[src/design/mvp_pkg.sv]
// Shared constants and types of the matrix-vector product unit.
`timescale 1ns / 1ps

package mvp_pkg;

  localparam int unsigned COLS_MAX   = 256;
  localparam int unsigned ROWS_MAX   = 4096;
  localparam int unsigned VEC_AW     = $clog2(COLS_MAX);
  localparam int unsigned ROW_W      = 12;
  localparam int unsigned COL_W      = 8;
  localparam int unsigned VAL_W      = 32;
  localparam int unsigned ACC_W      = 64;
  localparam int unsigned ROWS_CFG_W = 13;
  localparam int unsigned COLS_CFG_W = 9;
  localparam int unsigned CFG_DW     = 13;
  localparam int unsigned IN_TDATA_W  = 56;
  localparam int unsigned OUT_TDATA_W = 80;

  localparam logic [ACC_W-1:0] ACC_POS_MAX = {1'b0, {(ACC_W-1){1'b1}}};
  localparam logic [ACC_W-1:0] ACC_NEG_MAX = {1'b1, {(ACC_W-1){1'b0}}};

  typedef enum logic [0:0] {
    REG_ROWS = 1'b0,
    REG_COLS = 1'b1
  } cfg_reg_e;

  typedef enum logic [0:0] {
    KIND_VECTOR = 1'b0,
    KIND_MATRIX = 1'b1
  } item_kind_e;

  // control that travels with a matrix element through the MAC stages
  typedef struct packed {
    logic             valid;
    logic             col0;
    logic             lastcol;
    logic             lastrow;
    logic [ROW_W-1:0] row;
  } mac_ctl_t;

  typedef struct packed {
    logic             valid;
    logic             lastcol;
    logic             lastrow;
    logic [ROW_W-1:0] row;
    logic [ACC_W-1:0] acc;
  } mac_res_t;

endpackage

[src/design/mvp_mac.sv]
// Multiply stage and saturating 64-bit accumulator.
`timescale 1ns / 1ps

module mvp_mac (
  input  logic                     clk_i,
  input  logic                     rst_ni,
  input  logic                     en_i,
  input  mvp_pkg::mac_ctl_t        ctl_i,
  input  logic [mvp_pkg::VAL_W-1:0] a_i,
  input  logic [mvp_pkg::VAL_W-1:0] x_i,
  output mvp_pkg::mac_res_t        res_o,
  output mvp_pkg::mac_res_t        res_d_o
);
  import mvp_pkg::*;

  mac_ctl_t         s2_ctl_q;
  logic [ACC_W-1:0] prod_q;
  logic [ACC_W-1:0] acc_q, acc_d;
  logic [ACC_W-1:0] acc_base, sum;
  logic             ovf;

  always_ff @(posedge clk_i or negedge rst_ni) begin
    if (!rst_ni) begin
      s2_ctl_q <= '0;
    end else if (en_i) begin
      s2_ctl_q <= ctl_i;
    end
  end

  always_ff @(posedge clk_i) begin
    if (en_i) begin
      prod_q <= ACC_W'($signed(a_i) * $signed(x_i));
    end
  end

  // accumulator restarts at column zero
  assign acc_base = s2_ctl_q.col0 ? '0 : acc_q;
  assign sum      = acc_base + prod_q;
  assign ovf      = (acc_base[ACC_W-1] == prod_q[ACC_W-1]) &&
                    (sum[ACC_W-1] != acc_base[ACC_W-1]);

  always_comb begin
    acc_d = sum;
    if (ovf) begin
      acc_d = acc_base[ACC_W-1] ? ACC_NEG_MAX : ACC_POS_MAX;
    end
  end

  always_ff @(posedge clk_i or negedge rst_ni) begin
    if (!rst_ni) begin
      acc_q <= '0;
    end else if (en_i && s2_ctl_q.valid) begin
      acc_q <= acc_d;
    end
  end

  assign res_o = '{valid:   s2_ctl_q.valid,
                   lastcol: s2_ctl_q.lastcol,
                   lastrow: s2_ctl_q.lastrow,
                   row:     s2_ctl_q.row,
                   acc:     acc_q};

  assign res_d_o = '{valid:   s2_ctl_q.valid,
                     lastcol: s2_ctl_q.lastcol,
                     lastrow: s2_ctl_q.lastrow,
                     row:     s2_ctl_q.row,
                     acc:     acc_d};

endmodule

[config.mk]
export PLATFORM = sky130hd
export DESIGN_NAME = mvp_mac
export DESIGN_NICKNAME = d
export VERILOG_FILES = /design/src/design/mvp_pkg.sv /design/src/design/mvp_mac.sv
export SDC_FILE = /design/constraint.sdc
export NUM_CORES = 2
export LEC_CHECK = 0
export ABC_AREA = 1
export BUFFER_PORTS_ARGS = -buffer_cell sky130_fd_sc_hd__buf_2
export CAP_MARGIN = 20
export CORE_UTILIZATION = 50
export DETAILED_ROUTE_END_ITERATION = 12
export HOLD_SLACK_MARGIN = 0.1
export PLACE_DENSITY = 0.7
export SLEW_MARGIN = 20
export SYNTH_ARGS = -nofsm -noshare
export SYNTH_HDL_FRONTEND = slang
export SYNTH_SLANG_ARGS = --single-unit
[constraint.sdc]
create_clock -name clk_i -period 2.55 [get_ports clk_i]
set_input_delay 0.255 -clock clk_i [delete_from_list [all_inputs] [get_ports clk_i]]
set_output_delay 0.255 -clock clk_i [all_outputs]
set_load 0.01 [all_outputs]
==> out/results.txt <==
The run finished, with violations left. The checks that failed: negative setup slack. The final clock period utilization by the worst path was 2.52.

The number of global-route vias before repair is 48770. Data arrival time at the worst-slack endpoint: 6660 ps. Class of the most critical setup path: primary input to flop. The proportion of synthesized flip-flops having asynchronous set or reset was 0.556; the number of levels in the clock H-tree was 4. Entering global routing, the biggest net connects 82 pins. The die span in y is 319 µm. For the synthesized instance count, the log shows 6686. The tools report the total wire length as 180000 µm.

The main combinational cell family by area after synthesis is adder cells. In the final routed layout, each cell accounts on average for 19.5 µm. The area used by multi-input combinational logic is 0.0433 mm², and the number of nets produced by synthesis is 8099. Using the TritonRoute via totals, the vias-per-cell ratio works out to 5.16. The standard cell with the maximum stage delay on the critical path is sky130_fd_sc_hd__fa_1. For the worst-skew pair, the clock arrives at the later sink with an insertion delay of 470 ps. The number of distinct library cell variants in the gate-level netlist after synthesis was 43. The count of max-cap constraint violations is 0, and the x dimension of the die is 319 µm.

For the starting density of the core, the log shows 0.507. Across the whole layout, storage elements account for 0.00393 mm². In this run the remaining antenna-violating nets after routing total 0. The worst path setup slack after routing is -3880 ps. The post-synthesis compound-gate area fraction is 0.0310, and the violation count after the first detailed-route iteration is 3956. Largest clock skew in the final design: 17.8 ps. Mean area per synthesized cell: 7.50 µm². The run gives 1.04 as the weighted congestion reported at the end of routability-driven placement. Cell chosen for the clock root: sky130_fd_sc_hd__clkbuf_16. The worst setup path is captured at a flop. For this run, the detailed router's first-pass iteration total came to 8.

Fraction of final layout cells sized beyond drive strength 1: 0.329. Including well taps, the total number of placed cells is 8937. Setup repair after global routing could not meet its margin everywhere.

TritonCTS built the clock tree. At the end of the flow, the number of nets in the layout was 9317. The tools report the number of hold violations in the final report as 0.

Once layout is complete, the cells apart from fillers number 9205. The cell area after technology mapping is 0.0501 mm². The largest single stage delay on the critical path is 600 ps. Before CTS, the worst setup slack after placement is -4890 ps. The tools report the maximum achievable frequency as 156 MHz. In this run the worst path has a maximum fanout of 15. Path type of the worst min-delay path: primary input to asynchronous set/reset pin. Together, buffers and inverters on the worst path number 10. The XOR/XNOR share of the synthesized area came out at 0.0161. For this run, the leading register cell type out of synthesis is sky130_fd_sc_hd__dfrtp_1.

CTS saw 144 sinks. The logs give 2780 ps for the required time at the endpoint of the critical path and 141000 µm for the HPWL after detailed placement. Mux cell area share after synthesis: 0.00337.

For this run, design rule violations remaining after detail routing come to 0. The number of pins with negative max-slew slack in the final report came out at 0. The most common cell type on the critical path was sky130_fd_sc_hd__fa_1. Synthesis inferred 144 register bits.

For the pin with the worst max-slew slack, the measured transition is 859 ps. The share of synthesized cell area in and, or, nand and nor gates works out to 0.204. The total routing resource utilization after global routing came out at 0.338. For the global route total overflow, the log shows 0. The number of clock buffers added by TritonCTS is 17.

The area growth from synthesis to final layout was 39.9%; the normalized max-slew margin was 0.426. The count of buffers added on input and output ports is 240. The filler cell count in the final layout came out at 7353. On the critical path the largest part of the delay comes from adder cells. The worst path needs 6430 ps of the cycle, external delays included. For the first-pass GRT wire length, the log shows 266000 µm.

The number of synthesized flops with an enable pin is 64. Launching element type of the critical path: a primary input. In this run the core area contains 115 standard-cell rows.

For this run, the number of Yosys warnings is 0. The run gives 0.709 as the final core utilization. The adder and majority cell fraction of the synthesized area was 0.494. The region available for standard cell placement spans 0.0989 mm². The routed via count is 47459, and the final setup violation count is 188. Pin placement for this block handled 241 I/O pins. The die covers 0.102 mm². The logs give 1 for the number of antenna violations at the first check in global routing and 0.0783 for the share of synthesized area occupied by flip-flops and latches. The buffer levels on the longest clock path was 2; the clock-pin slew on the worst setup and hold paths was 80 ps.
-- through the flow --
| stage | cell area (µm²) | setup TNS, ps | hold slack [ps] |
|---|---|---|---|
| 2_1_floorplan | 52200 | -193710 | -40.6 |
| 3_3_place_gp | 61100 | -312830 | 261 |
| 3_5_place_dp | 61100 | -318480 | 271 |
| 4_1_cts | 65000 | -294670 | 317 |
| 5_1_grt | 70100 | -323340 | 379 |
| 6_report | 70100 | -299160 | 336 |
-- routing by layer --
metal / vias to the layer above / global-route usage / routed length, µm
met4: 0 / 0.111 / 8570
li1: 21284 / - / -
met2: 2123 / 0.571 / 85500
met5: - / 0 / 0
met3: 538 / 0.0573 / 15600
met1: 23514 / 0.441 / 69800
-- final cells by class --
type                       instances  area share
multi-input combinational       4291       0.617
timing repair buffer            1454       0.189
inverter                        1996       0.107
sequential                       144      0.0560
tap                             1287      0.0230
clock buffer                      19     0.00648
clock inverter                    13     0.00166
antenna                            1   0.0000357
-- Yosys cell counts (6+ instances only) --
library cell	n	area share
sky130_fd_sc_hd__buf_4	30	0.0045
sky130_fd_sc_hd__clkbuf_1	206	0.015
sky130_fd_sc_hd__a31oi_1	8	0.0010
sky130_fd_sc_hd__nor4_1	6	0.00075
sky130_fd_sc_hd__inv_1	1993	0.15
sky130_fd_sc_hd__a21o_1	15	0.0022
sky130_fd_sc_hd__or2_2	8	0.0010
sky130_fd_sc_hd__nand3b_1	8	0.0012
sky130_fd_sc_hd__nand3_2	22	0.0044
sky130_fd_sc_hd__o21ai_2	12	0.0021
sky130_fd_sc_hd__o21ai_0	68	0.0068
sky130_fd_sc_hd__fa_1	1083	0.43
sky130_fd_sc_hd__o21ai_1	28	0.0028
sky130_fd_sc_hd__xnor2_1	22	0.0038
sky130_fd_sc_hd__ha_1	247	0.062
sky130_fd_sc_hd__dfrtp_1	80	0.040
sky130_fd_sc_hd__buf_6	8	0.0018
sky130_fd_sc_hd__nand2_1	1990	0.15
sky130_fd_sc_hd__nand2_2	25	0.0031
sky130_fd_sc_hd__nand4_1	28	0.0035
sky130_fd_sc_hd__nor3_1	27	0.0027
sky130_fd_sc_hd__xor2_1	70	0.012
sky130_fd_sc_hd__edfxtp_1	64	0.038
sky130_fd_sc_hd__a21oi_1	129	0.013
sky130_fd_sc_hd__mux2_2	15	0.0034
sky130_fd_sc_hd__o21bai_1	8	0.0012
sky130_fd_sc_hd__nor2_2	6	0.00075
sky130_fd_sc_hd__nor2_1	324	0.024
sky130_fd_sc_hd__nand3_1	115	0.011
-- state kept, by name, indices dropped and copies added, names as in the netlist --
name,count
acc_q,64
res_d_o,15
prod_q,64
s2_ctl_q,1
-- cells in the final DEF, fill, tap and decap left out, types with 43 or more instances in the layout --
| cell type | instances |
|---|---|
| sky130_fd_sc_hd__buf_2 | 149 |
| sky130_fd_sc_hd__nand2_1 | 1723 |
| sky130_fd_sc_hd__buf_6 | 196 |
| sky130_fd_sc_hd__nand3_1 | 68 |
| sky130_fd_sc_hd__ha_1 | 135 |
| sky130_fd_sc_hd__xor2_1 | 51 |
| sky130_fd_sc_hd__o21ai_1 | 48 |
| sky130_fd_sc_hd__a21oi_1 | 43 |
| sky130_fd_sc_hd__nor2_1 | 116 |
| sky130_fd_sc_hd__nand3_2 | 52 |
| sky130_fd_sc_hd__dfrtp_1 | 79 |
| sky130_fd_sc_hd__fa_1 | 1003 |
| sky130_fd_sc_hd__nor2_4 | 119 |
| sky130_fd_sc_hd__nor2_2 | 98 |
| sky130_fd_sc_hd__inv_1 | 1854 |
| sky130_fd_sc_hd__fa_2 | 80 |
| sky130_fd_sc_hd__buf_4 | 946 |
| sky130_fd_sc_hd__buf_12 | 93 |
| sky130_fd_sc_hd__nand2_2 | 191 |
| sky130_fd_sc_hd__edfxtp_1 | 64 |
| sky130_fd_sc_hd__ha_4 | 112 |
| sky130_fd_sc_hd__inv_2 | 132 |
| sky130_fd_sc_hd__nand2_4 | 88 |
| sky130_fd_sc_hd__a21oi_2 | 50 |
-- repair_timing --
action,CTS,global route
hold endpoints to repair,54,0
setup buffers,85,122
setup endpoints to repair,188,188
hold buffers,17,0
cloned,11,24
gates resized for setup,625,930
pin swaps,270,425
-- logic make-up after synthesis --
| logic type | count (synthesis) |
|---|---|
| mux | 15 |
| xor+xnor | 92 |
| simple gates | 2572 |
| compound gates | 281 |
| flops | 144 |
| fa+ha+maj | 1330 |
| buf+inv | 2252 |
-- path summary, 6_finish.rpt --
kind | slack [ps] | cells past startpoint | start | end
setup / recovery | -3880 | 27 | a_i[21] | prod_q[52]
hold / removal | 340 | 2 | rst_ni | res_d_o[73]
setup reg to reg | -660 | 22 | s2_ctl_q[14] | acc_q[48]
hold reg to reg | 510 | 2 | acc_q[57] | acc_q[57]
max in group asynchronous | 1450 | 3 | rst_ni | acc_q[51]
min in group clk_i | 370 | 2 | en_i | prod_q[1]
Power is left out: the tool's default activity adds up to more than one toggle a clock period on the data nets, which glitch-free logic cannot reach.
